## config.mk

```make
export PLATFORM = sky130hd
export DESIGN_NAME = fraction_accumulator_gcd_reduce_top
export DESIGN_NICKNAME = d
export VERILOG_FILES = /design/src/rtl/core/fag_pkg.sv /design/src/rtl/core/fag_alu.sv /design/src/rtl/core/fraction_accumulator_gcd_reduce_top.sv
export SDC_FILE = /design/constraint.sdc
export NUM_CORES = 2
export LEC_CHECK = 0
export BUFFER_PORTS_ARGS = -buffer_cell sky130_fd_sc_hd__buf_2
export CAP_MARGIN = 30
export CORE_ASPECT_RATIO = 0.7
export CORE_UTILIZATION = 50
export DETAILED_ROUTE_END_ITERATION = 16
export PLACE_DENSITY = 0.7
export SLEW_MARGIN = 15
export SYNTH_ARGS = -nofsm -noshare
export SYNTH_HDL_FRONTEND = slang
export SYNTH_SLANG_ARGS = --single-unit
```

## constraint.sdc

```tcl
create_clock -name i_clk -period 15.2 [get_ports i_clk]
set_input_delay 3.04 -clock i_clk [delete_from_list [all_inputs] [get_ports i_clk]]
set_output_delay 3.04 -clock i_clk [all_outputs]
set_load 0.02 [all_outputs]
```

## src/rtl/core/fag_pkg.sv

```systemverilog
// Shared types, constants and helpers for the fraction accumulator.
// No dependencies; used by fag_alu and fraction_accumulator_gcd_reduce_top.
`timescale 1ns / 1ps

package fag_pkg;

    localparam int VALUE_W = 32;                  // state width, 8..64
    localparam int IO_W    = 32;                  // port width of values
    localparam int KIND_W  = 3;
    localparam int CNT_W   = $clog2(VALUE_W + 1);
    localparam int ADD_W   = VALUE_W + 2;         // shared adder width

    localparam logic [KIND_W-1:0] KIND_LOAD = 3'd0;
    localparam logic [KIND_W-1:0] KIND_ADD  = 3'd1;
    localparam logic [KIND_W-1:0] KIND_SUB  = 3'd2;
    localparam logic [KIND_W-1:0] KIND_MUL  = 3'd3;
    localparam logic [KIND_W-1:0] KIND_DIV  = 3'd4;

    localparam logic signed [64:0] VMAX_X = (65'sd1 <<< (VALUE_W - 1)) - 65'sd1;
    localparam logic signed [64:0] VMIN_X = -VMAX_X - 65'sd1;

    typedef enum logic {
        ALU_MUL = 1'b0,
        ALU_DIV = 1'b1
    } t_alu_op;

    typedef struct packed {
        logic               start;
        t_alu_op            op;
        logic [VALUE_W-1:0] a;      // multiplicand or dividend
        logic [VALUE_W-1:0] b;      // multiplier or divisor
    } t_alu_req;

    typedef struct packed {
        logic               done;
        logic [VALUE_W-1:0] hi;     // product high half or remainder
        logic [VALUE_W-1:0] lo;     // product low half or quotient
    } t_alu_rsp;

    // magnitude of a two's complement value; most negative maps to 2^(W-1)
    function automatic logic [VALUE_W-1:0] mag(input logic [VALUE_W-1:0] v);
        return v[VALUE_W-1] ? (~v + {{(VALUE_W-1){1'b0}}, 1'b1}) : v;
    endfunction

    function automatic logic fits_val(input logic [IO_W-1:0] x);
        logic signed [64:0] e;
        e = 65'(signed'(x));
        return (e >= VMIN_X) && (e <= VMAX_X);
    endfunction

    function automatic logic [VALUE_W-1:0] to_val(input logic [IO_W-1:0] x);
        logic signed [64:0] e;
        e = 65'(signed'(x));
        return e[VALUE_W-1:0];
    endfunction

    function automatic logic [IO_W-1:0] to_io(input logic [VALUE_W-1:0] v);
        logic signed [64:0] e;
        e = 65'(signed'(v));
        return e[IO_W-1:0];
    endfunction

endpackage

```

## src/rtl/core/fag_alu.sv

```systemverilog
// Bit-serial unsigned multiply / restoring divide around one shared adder.
// Depends on fag_pkg. One bit per cycle.
`timescale 1ns / 1ps

module fag_alu (
    input  logic              i_clk,
    input  logic              i_rst_n,
    input  fag_pkg::t_alu_req i_req,
    output fag_pkg::t_alu_rsp o_rsp
);

    localparam int W = fag_pkg::VALUE_W;
    localparam int A = fag_pkg::ADD_W;

    logic                     r_busy, n_busy;
    logic                     r_done, n_done;
    fag_pkg::t_alu_op         r_op, n_op;
    logic [fag_pkg::CNT_W-1:0] r_cnt, n_cnt;
    logic [W-1:0]             r_hi, n_hi;
    logic [W-1:0]             r_lo, n_lo;
    logic [W-1:0]             r_m, n_m;

    logic [A-1:0] opx, opy, sum;
    logic         sub;

    // shared adder
    always_comb begin
        if (r_op == fag_pkg::ALU_DIV) begin
            opx = {1'b0, r_hi, r_lo[W-1]};
            opy = {2'b00, r_m};
            sub = 1'b1;
        end else begin
            opx = {2'b00, r_hi};
            opy = r_lo[0] ? {2'b00, r_m} : '0;
            sub = 1'b0;
        end
        sum = opx + (sub ? ~opy : opy) + {{(A-1){1'b0}}, sub};
    end

    always_comb begin
        n_busy = r_busy;
        n_done = 1'b0;
        n_op   = r_op;
        n_cnt  = r_cnt;
        n_hi   = r_hi;
        n_lo   = r_lo;
        n_m    = r_m;
        if (i_req.start) begin
            n_busy = 1'b1;
            n_op   = i_req.op;
            n_cnt  = fag_pkg::CNT_W'(W);
            n_hi   = '0;
            if (i_req.op == fag_pkg::ALU_DIV) begin
                n_lo = i_req.a;
                n_m  = i_req.b;
            end else begin
                n_lo = i_req.b;
                n_m  = i_req.a;
            end
        end else if (r_busy) begin
            if (r_op == fag_pkg::ALU_DIV) begin
                if (!sum[A-1]) begin
                    n_hi = sum[W-1:0];
                    n_lo = {r_lo[W-2:0], 1'b1};
                end else begin
                    n_hi = opx[W-1:0];
                    n_lo = {r_lo[W-2:0], 1'b0};
                end
            end else begin
                n_hi = sum[W:1];
                n_lo = {sum[0], r_lo[W-1:1]};
            end
            n_cnt = r_cnt - fag_pkg::CNT_W'(1);
            if (r_cnt == fag_pkg::CNT_W'(1)) begin
                n_busy = 1'b0;
                n_done = 1'b1;
            end
        end
    end

    always_ff @(posedge i_clk) begin
        if (!i_rst_n) begin
            r_busy <= 1'b0;
            r_done <= 1'b0;
            r_op   <= fag_pkg::ALU_MUL;
            r_cnt  <= '0;
        end else begin
            r_busy <= n_busy;
            r_done <= n_done;
            r_op   <= n_op;
            r_cnt  <= n_cnt;
        end
        r_hi <= n_hi;
        r_lo <= n_lo;
        r_m  <= n_m;
    end

    assign o_rsp.done = r_done;
    assign o_rsp.hi   = r_hi;
    assign o_rsp.lo   = r_lo;

endmodule

```

## src/rtl/core/fraction_accumulator_gcd_reduce_top.sv

```systemverilog
// Fraction accumulator with remainder-chain gcd reduction: sequencer and state.
// Depends on fag_pkg and fag_alu (shared serial multiply/divide unit).
//
//  channel | direction | handshake                 | payload
//  in      | request   | i_in_valid / o_in_ready   | i_kind, i_operand, i_load_denominator
//  out     | result    | o_out_valid / i_out_ready | o_numerator_out, o_denominator_out,
//          |           |                           | o_overflow
//
// An item uses at most one multiply in fag_alu, one divide per Euclid step (up to
// about 1.44 * VALUE_W steps) and two divides for the reduction.
// Reset (synchronous, active low) sets the fraction to 0/1 and empties the output.
// o_in_ready is high only while no request is in work; a held result does not stall
// the next request until that one is ready to be written out.
`timescale 1ns / 1ps

module fraction_accumulator_gcd_reduce_top (
    input  logic                        i_clk,
    input  logic                        i_rst_n,
    input  logic                        i_in_valid,
    output logic                        o_in_ready,
    input  logic [fag_pkg::KIND_W-1:0]  i_kind,
    input  logic signed [fag_pkg::IO_W-1:0] i_operand,
    input  logic signed [fag_pkg::IO_W-1:0] i_load_denominator,
    output logic                        o_out_valid,
    input  logic                        i_out_ready,
    output logic signed [fag_pkg::IO_W-1:0] o_numerator_out,
    output logic signed [fag_pkg::IO_W-1:0] o_denominator_out,
    output logic                        o_overflow
);

    localparam int W = fag_pkg::VALUE_W;

    typedef enum logic [7:0] {
        S_IDLE = 8'b0000_0001,
        S_MUL  = 8'b0000_0010,
        S_ADD  = 8'b0000_0100,
        S_GCD  = 8'b0000_1000,
        S_REM  = 8'b0001_0000,
        S_DIVN = 8'b0010_0000,
        S_DIVD = 8'b0100_0000,
        S_FIN  = 8'b1000_0000
    } t_state;

    t_state                      r_state, n_state;
    logic [fag_pkg::KIND_W-1:0]  r_kind, n_kind;
    logic [W-1:0]                r_top, n_top;
    logic [W-1:0]                r_bot, n_bot;
    logic [W-1:0]                r_n, n_n;
    logic [W-1:0]                r_d, n_d;
    logic [W-1:0]                r_a, n_a;      // gcd chain
    logic [W-1:0]                r_b, n_b;
    logic [W-1:0]                r_x, n_x;      // operand, later product
    logic                        r_neg, n_neg;
    logic                        r_ok, n_ok;
    fag_pkg::t_alu_req           r_req, n_req;
    fag_pkg::t_alu_rsp           alu_rsp;
    logic                        r_o_valid, n_o_valid;
    logic [fag_pkg::IO_W-1:0]    r_o_num, n_o_num;
    logic [fag_pkg::IO_W-1:0]    r_o_den, n_o_den;
    logic                        r_o_ovf, n_o_ovf;

    logic [2*W-1:0] prod;
    logic [W:0]     prod_hi;
    logic           prod_fit;
    logic [W-1:0]   prod_val;
    logic [W:0]     as_sum;
    logic [W-1:0]   quo_val;
    logic           quo_fit;
    logic [W-1:0]   rem_val;

    fag_alu u_alu (
        .i_clk   (i_clk),
        .i_rst_n (i_rst_n),
        .i_req   (r_req),
        .o_rsp   (alu_rsp)
    );

    always_comb begin
        prod     = {alu_rsp.hi, alu_rsp.lo};
        prod_hi  = prod[2*W-1:W-1];
        // negative result may reach exactly 2^(W-1)
        prod_fit = (prod_hi == '0) ||
                   (r_neg && prod_hi == {{W{1'b0}}, 1'b1} && prod[W-2:0] == '0);
        prod_val = r_neg ? (~prod[W-1:0] + {{(W-1){1'b0}}, 1'b1}) : prod[W-1:0];
        if (r_kind == fag_pkg::KIND_SUB)
            as_sum = {r_n[W-1], r_n} - {r_x[W-1], r_x};
        else
            as_sum = {r_n[W-1], r_n} + {r_x[W-1], r_x};
        quo_fit  = r_neg || !alu_rsp.lo[W-1];
        quo_val  = r_neg ? (~alu_rsp.lo + {{(W-1){1'b0}}, 1'b1}) : alu_rsp.lo;
        // truncating remainder takes the dividend's sign
        rem_val  = r_a[W-1] ? (~alu_rsp.hi + {{(W-1){1'b0}}, 1'b1}) : alu_rsp.hi;
    end

    always_comb begin
        n_state   = r_state;
        n_kind    = r_kind;
        n_top     = r_top;
        n_bot     = r_bot;
        n_n       = r_n;
        n_d       = r_d;
        n_a       = r_a;
        n_b       = r_b;
        n_x       = r_x;
        n_neg     = r_neg;
        n_ok      = r_ok;
        n_req     = '0;
        n_req.op  = fag_pkg::ALU_MUL;
        n_o_valid = r_o_valid && !i_out_ready;
        n_o_num   = r_o_num;
        n_o_den   = r_o_den;
        n_o_ovf   = r_o_ovf;

        case (r_state)
            S_IDLE: begin
                if (i_in_valid) begin
                    n_kind = i_kind;
                    n_x    = fag_pkg::to_val(i_operand);
                    n_n    = r_top;
                    n_d    = r_bot;
                    n_a    = r_top;
                    n_b    = r_bot;
                    n_ok   = 1'b1;
                    n_state = S_GCD;
                    case (i_kind)
                        fag_pkg::KIND_LOAD: begin
                            if (fag_pkg::fits_val(i_operand) &&
                                fag_pkg::fits_val(i_load_denominator)) begin
                                n_n = fag_pkg::to_val(i_operand);
                                n_d = fag_pkg::to_val(i_load_denominator);
                                n_a = fag_pkg::to_val(i_operand);
                                n_b = fag_pkg::to_val(i_load_denominator);
                            end else begin
                                n_ok    = 1'b0;
                                n_state = S_FIN;
                            end
                        end
                        fag_pkg::KIND_ADD, fag_pkg::KIND_SUB, fag_pkg::KIND_MUL,
                        fag_pkg::KIND_DIV: begin
                            if (!fag_pkg::fits_val(i_operand)) begin
                                n_ok    = 1'b0;
                                n_state = S_FIN;
                            end else begin
                                n_req.start = 1'b1;
                                n_req.op    = fag_pkg::ALU_MUL;
                                n_req.b     = fag_pkg::mag(fag_pkg::to_val(i_operand));
                                if (i_kind == fag_pkg::KIND_MUL) begin
                                    n_req.a = fag_pkg::mag(r_top);
                                    n_neg   = r_top[W-1] ^ i_operand[fag_pkg::IO_W-1];
                                end else begin
                                    n_req.a = fag_pkg::mag(r_bot);
                                    n_neg   = r_bot[W-1] ^ i_operand[fag_pkg::IO_W-1];
                                end
                                n_state = S_MUL;
                            end
                        end
                        default: begin
                            // unknown kind: reduce only
                        end
                    endcase
                end
            end
            S_MUL: begin
                if (alu_rsp.done) begin
                    if (!prod_fit) begin
                        n_ok    = 1'b0;
                        n_state = S_FIN;
                    end else begin
                        case (r_kind)
                            fag_pkg::KIND_MUL: begin
                                n_n     = prod_val;
                                n_a     = prod_val;
                                n_state = S_GCD;
                            end
                            fag_pkg::KIND_DIV: begin
                                n_d     = prod_val;
                                n_b     = prod_val;
                                n_state = S_GCD;
                            end
                            default: begin
                                n_x     = prod_val;
                                n_state = S_ADD;
                            end
                        endcase
                    end
                end
            end
            S_ADD: begin
                if (as_sum[W] != as_sum[W-1]) begin
                    n_ok    = 1'b0;
                    n_state = S_FIN;
                end else begin
                    n_n     = as_sum[W-1:0];
                    n_a     = as_sum[W-1:0];
                    n_state = S_GCD;
                end
            end
            S_GCD: begin
                if (r_b == '0) begin
                    if (r_a == '0) begin
                        n_state = S_FIN;
                    end else begin
                        n_req.start = 1'b1;
                        n_req.op    = fag_pkg::ALU_DIV;
                        n_req.a     = fag_pkg::mag(r_n);
                        n_req.b     = fag_pkg::mag(r_a);
                        n_neg       = r_n[W-1] ^ r_a[W-1];
                        n_state     = S_DIVN;
                    end
                end else begin
                    n_req.start = 1'b1;
                    n_req.op    = fag_pkg::ALU_DIV;
                    n_req.a     = fag_pkg::mag(r_a);
                    n_req.b     = fag_pkg::mag(r_b);
                    n_state     = S_REM;
                end
            end
            S_REM: begin
                if (alu_rsp.done) begin
                    n_a     = r_b;
                    n_b     = rem_val;
                    n_state = S_GCD;
                end
            end
            S_DIVN: begin
                if (alu_rsp.done) begin
                    if (!quo_fit) begin
                        n_ok    = 1'b0;
                        n_state = S_FIN;
                    end else begin
                        n_n         = quo_val;
                        n_req.start = 1'b1;
                        n_req.op    = fag_pkg::ALU_DIV;
                        n_req.a     = fag_pkg::mag(r_d);
                        n_req.b     = fag_pkg::mag(r_a);
                        n_neg       = r_d[W-1] ^ r_a[W-1];
                        n_state     = S_DIVD;
                    end
                end
            end
            S_DIVD: begin
                if (alu_rsp.done) begin
                    if (!quo_fit) begin
                        n_ok = 1'b0;
                    end else begin
                        n_d = quo_val;
                    end
                    n_state = S_FIN;
                end
            end
            S_FIN: begin
                // wait for the output register to be free
                if (!r_o_valid || i_out_ready) begin
                    n_o_valid = 1'b1;
                    n_o_ovf   = !r_ok;
                    if (r_ok) begin
                        n_top   = r_n;
                        n_bot   = r_d;
                        n_o_num = fag_pkg::to_io(r_n);
                        n_o_den = fag_pkg::to_io(r_d);
                    end else begin
                        n_o_num = fag_pkg::to_io(r_top);
                        n_o_den = fag_pkg::to_io(r_bot);
                    end
                    n_state = S_IDLE;
                end
            end
            default: begin
                n_state = S_IDLE;
            end
        endcase
    end

    always_ff @(posedge i_clk) begin
        if (!i_rst_n) begin
            r_state   <= S_IDLE;
            r_top     <= '0;
            r_bot     <= {{(W-1){1'b0}}, 1'b1};
            r_req     <= '0;
            r_o_valid <= 1'b0;
        end else begin
            r_state   <= n_state;
            r_top     <= n_top;
            r_bot     <= n_bot;
            r_req     <= n_req;
            r_o_valid <= n_o_valid;
        end
        r_kind  <= n_kind;
        r_n     <= n_n;
        r_d     <= n_d;
        r_a     <= n_a;
        r_b     <= n_b;
        r_x     <= n_x;
        r_neg   <= n_neg;
        r_ok    <= n_ok;
        r_o_num <= n_o_num;
        r_o_den <= n_o_den;
        r_o_ovf <= n_o_ovf;
    end

    assign o_in_ready        = (r_state == S_IDLE);
    assign o_out_valid       = r_o_valid;
    assign o_numerator_out   = r_o_num;
    assign o_denominator_out = r_o_den;
    assign o_overflow        = r_o_ovf;

endmodule
```

==> Word level (Yosys, flattened, before mapping) <==
Cells that the tools add are included.
{ "op_classes": {"order_cmp": 4, "mux": 103, "add_sub_neg": 14, "n_bitwise": 16, "eq_ne": 39, "n_reduce_logical": 41} }
{ "op_table": {"columns": ["cell", "count"], "rows": [
  ["32-bit two-way mux", 41],
  ["66-bit two-way mux", 7],
  ["32-bit by 1-bit adder with 32-bit output (second input constant)", 9],
  ["32-bit inverter", 9],
  ["32-bit case mux with 4 select lines", 2],
  ["66-bit case mux with 3 select lines", 1],
  ["32-bit case mux with 3 select lines", 2],
  ["8-bit two-way mux", 13],
  ["34-bit two-way mux", 2],
  ["33-bit two-way mux", 2],
  ["32-bit >= comparator (second input constant)", 2],
  ["32-bit <= comparator (second input constant)", 2],
  ["32-bit logical NOT", 2],
  ["32-bit case mux with 2 select lines", 1],
  ["8-bit case mux with 8 select lines", 1],
  ["34-bit by 1-bit adder with 34-bit output", 1],
  ["34-bit adder", 1],
  ["34-bit inverter", 1],
  ["32-bit by 32-bit adder with 33-bit output", 1],
  ["33-bit by 1-bit equality test with 1-bit output (second input constant)", 1],
  ["33-bit logical NOT", 1],
  ["32-bit by 32-bit subtractor with 33-bit output", 1],
  ["31-bit logical NOT", 1],
  ["2-bit inequality test (second input constant)", 14],
  ["other kinds (39)", 99]
]} }
{ "word_totals": {"regBits": 474, "out_inout_bits": 67} }

==> Longest topological paths before layout <==
{ "logic_depth": {"word_depth": 10, "depth_mapped": 21} }

==> Cells and area by module <==
Synthesis repeated with hierarchy kept, for this count alone.
{ "hier_totals": {"cells_unflattened": 3605, "area_unflattened_um2": 32721.4} }
{ "by_module_without_submodules": {"columns": ["mod", "cells_each", "area_per_inst_um2", "instances", "seq_area_each_um2"], "rows": [
  ["fraction_accumulator_gcd_reduce_top", 2742, 24931.4, 1, 9689.3],
  ["fag_alu", 863, 7790.0, 1, 2742.6]
]} }

==> Worst setup path after synthesis <==
OpenSTA, ideal clock, no wires.
{ "synth_timing": {"path_kind": "register -> register", "from": "reg r_x[3]", "to": "reg r_n[0], enable pin", "required_time_ns": 14.739, "stages_incl_launch_ff": 22, "n_path_buf": 2, "setup_ns": 0.461, "arrival_ns": 6.609, "synth_period_minus_slack_ns": 7.070, "slack_ns": 8.130, "cell_sequence": "edfxtp_1 -> or3_1 -> or3_1 -> nor2_1 -> nand2_1 -> or2_2 -> clkbuf_1 -> or4_1 -> o21ai_0 -> xor2_1 -> ha_1 -> clkbuf_1 -> a21o_1 -> a21oi_1 -> nor2_1 -> nor3_1 -> o211ai_1 -> a31oi_1 -> xnor2_1 -> xnor2_1 -> o221ai_1 -> nor3_1"} }
{ "synth_between": {"elab_chain_cells": 5, "elab_cells_between_ends": 6} }
{ "synth_lines": {"columns": ["element", "line", "text"], "rows": [
  ["start: declaration", "fraction_accumulator_gcd_reduce_top.sv:52", "logic [W-1:0] r_x, n_x;"],
  ["start signal: assignment", "fraction_accumulator_gcd_reduce_top.sv:293", "r_x <= n_x;"],
  ["32-bit by 32-bit adder with 33-bit output or 32-bit by 32-bit subtractor with 33-bit output (tied branches)", "fraction_accumulator_gcd_reduce_top.sv:88, fraction_accumulator_gcd_reduce_top.sv:86", null],
  ["33-bit two-way mux *", "fraction_accumulator_gcd_reduce_top.sv:85", "if (r_kind == fag_pkg::KIND_SUB)"],
  ["1-bit inequality test *", "fraction_accumulator_gcd_reduce_top.sv:189", "if (as_sum[W] != as_sum[W-1]) begin"],
  ["2-bit inequality test (no line) *", null, null],
  ["8-bit AND reduction (no line) *", null, null],
  ["end signal: assignment", "fraction_accumulator_gcd_reduce_top.sv:289", "r_n <= n_n;"],
  ["end: declaration", "fraction_accumulator_gcd_reduce_top.sv:48", "logic [W-1:0] r_n, n_n;"]
]} }
Every way passes the cells marked *; elsewhere a longest branch is shown, timed or not.
A chain may end at the register's enable or synchronous reset.

==> Worst setup path in the final report <==
{ "layout_timing": {"from": "reg r_x[3]", "to": "reg r_n[4], enable pin"} }
The elaborated chain is that of the path after synthesis.

==> flow_metrics.env <==
export IMPL_timing_critical_path_fanout_max=32
export IMPL_reg2reg_from="r_x[3]"
export IMPL_synth_enable_flop_cells=294
export IMPL_final_period_utilization_pct=42.01
export IMPL_detailedPlacementHpwl_um=96390
export IMPL_worst_setup_path_start_kind="flop"
export IMPL_floorplan_initialDensity_pct=50.84
export IMPL_grt_start_max_net_pins=77
export IMPL_synth_seq_area_share_pct=38.57
export IMPL_route_detailed_drc=0
export IMPL_drt_wl_total_um=125300
export IMPL_number_of_clock_sinks_seen_by_cts=474
export IMPL_period_minus_slack_ns=6.385
export IMPL_final_util_pct=55.76
export IMPL_first_pass_iters=10
export IMPL_use_met2_pct=52.42
export IMPL_num_vias=29617
export IMPL_depth_of_the_cts_h_tree=2
export IMPL_pre_cts_ws_ns=8.580
export IMPL_syn_nets=3662
export IMPL_holdCritPathClass="flop to flop"
export IMPL_synthesized_instance_count=3514
export IMPL_vertical_die_dimension_um=214.4
export IMPL_die_width_um=305.5
export IMPL_grt_ovfl_total=0
export IMPL_worst_hold_startpoint="u_alu.r_cnt[1]"
export IMPL_use_met3_pct=10.71
export IMPL_port_buffers=137
export IMPL_status="complete, no violations"
export IMPL_global_route_usage_total_pct=37.25
export IMPL_worst_ep_arrival_time_ns=6.64
export IMPL_dieArea_sq_um=65500
export IMPL_path_delay_family="simple AND/OR/NAND/NOR gates"
export IMPL_async_reset_ff_share_pct=0
export IMPL_finClkSkew_ns=0.01714
export IMPL_post_cts_resized=0
export IMPL_ys_warn_count=0
export IMPL_post_synth_num_cell_types=80
export IMPL_setup_total_negative_slack_ns=0
export IMPL_detailedRoute_firstIterationViolations=4646
export IMPL_worst_path_max_delay_cell="sky130_fd_sc_hd__or4_1"
export IMPL_slew_headroom_pct=19.89
export IMPL_setup_slack_ns=8.815
export IMPL_initial_antenna_violation_count=19
export IMPL_path_class="flop to flop"
export IMPL_cts_buffers_inserted=49
export IMPL_io_pin_count=138
export IMPL_cts_setup_buffers=0
export IMPL_rows=77
export IMPL_final_common_cell="sky130_fd_sc_hd__nand2_1"
export IMPL_stdcell_area_sq_um=35350
export IMPL_route_detailed_wl_per_inst_um=28.38
export IMPL_root_buf_cell="sky130_fd_sc_hd__clkbuf_16"
export IMPL_critPathCaptureType="flop"
export IMPL_finish_net_count=3691
export IMPL_syn_area_per_cell_sq_um=9.172
export IMPL_post_synth_instance_area_sq_um=32230
export IMPL_setup_violations_final=0
export IMPL_finalWeightedCongestion=1.068
export IMPL_ir_drop_uv=118.3
export IMPL_placedInstanceArea_sq_um=33650
export IMPL_cp_num_buf_inv=1
export IMPL_top_usage_layer="met1"
export IMPL_tritoncts="yes"
export IMPL_final_slew_violations=0
export IMPL_timing_critical_path_from="r_x[3]"
export IMPL_coreArea_sq_um=63390
export IMPL_ctsLongestPathBuffers=3
export IMPL_layout_drive_gt1_share_pct=13.23
export IMPL_grt_pass1_vias=26839
export IMPL_critical_path_max_stage_delay_ns=0.62
export IMPL_cell_chain_critical_path="or3_1 -> or3_1 -> nor2_1 -> nand2_1 -> or2_2 -> or4_1 -> o21ai_0 -> xor2_1 -> ha_1 -> a21o_1 -> a21oi_1 -> nor2_1 -> nor3_1 -> o211ai_1 -> a31oi_1 -> xnor2_1 -> xnor2_1 -> o221ai_1 -> nor3_2 -> buf_4"
export IMPL_cts_hold_buf=0
export IMPL_design_power_total_uw=6756
export IMPL_power_per_cell_area_nw_per_um2=191.1
export IMPL_max_clock_freq_mhz=156.6
export IMPL_clock_pin_slew_of_the_registers_on_the_worst_case_setup_and_hold_paths_ns=0.06
export IMPL_use_met1_pct=53.63
export IMPL_drt_antenna_violating_nets=0
export IMPL_tightest_slew_ns=1.168
export IMPL_leakage_uw=0.01284
export IMPL_synth_ff_type="sky130_fd_sc_hd__edfxtp_1"
export IMPL_cp_required_ns=15.46
export IMPL_ys_seq_elements=474
export IMPL_syn_to_final_growth_pct=9.682
export IMPL_vias_per_cell=6.707
export IMPL_rsz0062_at_grt="false"
export IMPL_timing_max_cap_violations=0
export IMPL_commonest_cells_after_routing_fill_and_taps_aside="376 x sky130_fd_sc_hd__nand2_1, 294 x sky130_fd_sc_hd__edfxtp_1, 247 x sky130_fd_sc_hd__nor2_1"
export IMPL_wire_length_of_the_first_global_routing_pass_um=181000
export IMPL_hold_viol=0
export IMPL_clk_latency_ns=0.62
-- cell usage after synthesis (12+ instances only) --
library cell	instances	area [sq um]
sky130_fd_sc_hd__a211oi_1	51	382.9
sky130_fd_sc_hd__a21o_1	30	225.2
sky130_fd_sc_hd__a21oi_1	230	1151
sky130_fd_sc_hd__a221oi_1	24	210.2
sky130_fd_sc_hd__a222oi_1	18	180.2
sky130_fd_sc_hd__a31oi_1	18	112.6
sky130_fd_sc_hd__and3_1	17	106.4
sky130_fd_sc_hd__buf_1	22	82.58
sky130_fd_sc_hd__clkbuf_1	199	747.0
sky130_fd_sc_hd__dfxtp_1	180	3603
sky130_fd_sc_hd__edfxtp_1	294	8828
sky130_fd_sc_hd__ha_1	75	938.4
sky130_fd_sc_hd__inv_1	47	176.4
sky130_fd_sc_hd__mux2_2	130	1464
sky130_fd_sc_hd__mux2i_1	173	1732
sky130_fd_sc_hd__nand2_1	378	1419
sky130_fd_sc_hd__nand2b_1	38	237.7
sky130_fd_sc_hd__nand3_1	60	300.3
sky130_fd_sc_hd__nand4_1	12	75.07
sky130_fd_sc_hd__nor2_1	252	945.9
sky130_fd_sc_hd__nor2b_1	114	713.2
sky130_fd_sc_hd__nor3_1	41	205.2
sky130_fd_sc_hd__nor4_1	23	143.9
sky130_fd_sc_hd__o211ai_1	48	360.4
sky130_fd_sc_hd__o21a_1	12	90.09
sky130_fd_sc_hd__o21ai_0	231	1156
sky130_fd_sc_hd__o221ai_1	35	306.5
sky130_fd_sc_hd__o22ai_1	42	262.8
sky130_fd_sc_hd__o31ai_1	84	630.6
sky130_fd_sc_hd__o41ai_1	41	359.1
sky130_fd_sc_hd__or2_2	16	100.1
sky130_fd_sc_hd__or3_1	37	231.5
sky130_fd_sc_hd__or4_1	46	345.3
sky130_fd_sc_hd__xnor2_1	187	1638
sky130_fd_sc_hd__xor2_1	168	1471
-- sequential cells by signal, summed over array words and instances, names as in the netlist, 3 cells and up --
signal,flops
r_a,32
o_numerator_out,32
o_denominator_out,32
r_x,32
u_alu.r_hi,32
r_bot,32
u_alu.r_m,32
r_state,8
r_top,32
r_kind,3
u_alu.r_cnt,6
r_d,32
u_alu.r_lo,32
r_req,66
r_n,32
r_b,32
-- stage by stage --
| step | instances | hold WS [ns] |
|---|---|---|
| after CTS | 4405 | 0.4859 |
| after floorplan | 3514 | 0.4536 |
| after detailed placement | 4314 | 0.4789 |
| after global placement | 4311 | 0.4697 |
| after global routing | 4412 | 0.5249 |
| final | 4416 | 0.4887 |
-- final timing paths --
path | endpoint | slack (ns) | cells after the start
worst max-delay path | r_n[4] | 8.82 | 20
worst min-delay path | u_alu.r_cnt[1] | 0.49 | 2
worst max register to register | r_n[4] | 8.82 | 20
worst min register to register | u_alu.r_cnt[1] | 0.49 | 2
-- cell type report --
| cell class | count | area [sq um] |
|---|---|---|
| multi-input cells | 2767 | 18830 |
| diodes | 4 | 10.01 |
| well taps | 829 | 1037 |
| repair buffers | 203 | 1226 |
| fillers | 5788 | 28040 |
| inverters | 48 | 180.2 |
| clock buffers | 62 | 1305 |
| flip-flops and latches | 474 | 12440 |
| clock inverters | 29 | 314.1 |
-- cell families (layout without fill, tap and decap cells) --
kind of cell             Yosys count  count (layout)  synth area share [%]
AND/OR/NAND/NOR                 1100            1100                 16.75
AO/OA/AOI/OAI                    931             931                 18.81
flip-flops                       474             474                 38.57
XOR/XNOR                         356             356                 9.721
multiplexers                     303             303                 9.915
buffers and inverters            273             342                 3.195
adder cells (fa/ha/maj)           77              77                 3.036
other                              0               4                     0
-- layer usage --
layer  wire length (um)  vias to the layer above  part of all wire [%]
li1                   -                    13111                     -
met1              52780                    14259                    42
met3              16670                      307                    13
met2              50830                     1936                    41
met4               4961                        4                   4.0
met5                 92                        -                 0.073
-- worst reg2reg max path, delay by kind of cell (launching register included) --
kind            cells  cell delay [ns]
simple gates        9             2.71
xor+xnor            3             0.72
flops               1             0.43
compound gates      6             1.38
buf+inv             1             0.43
fa+ha+maj           1             0.34
-- power breakdown --
part	total, uW	switching (uW)	leakage, uW	internal (uW)
clock	1270	559	0.000794	713
sequential	2340	525	0.00428	1810
combinational	3150	2010	0.00777	1140
Power figures use the tool's default switching activity.
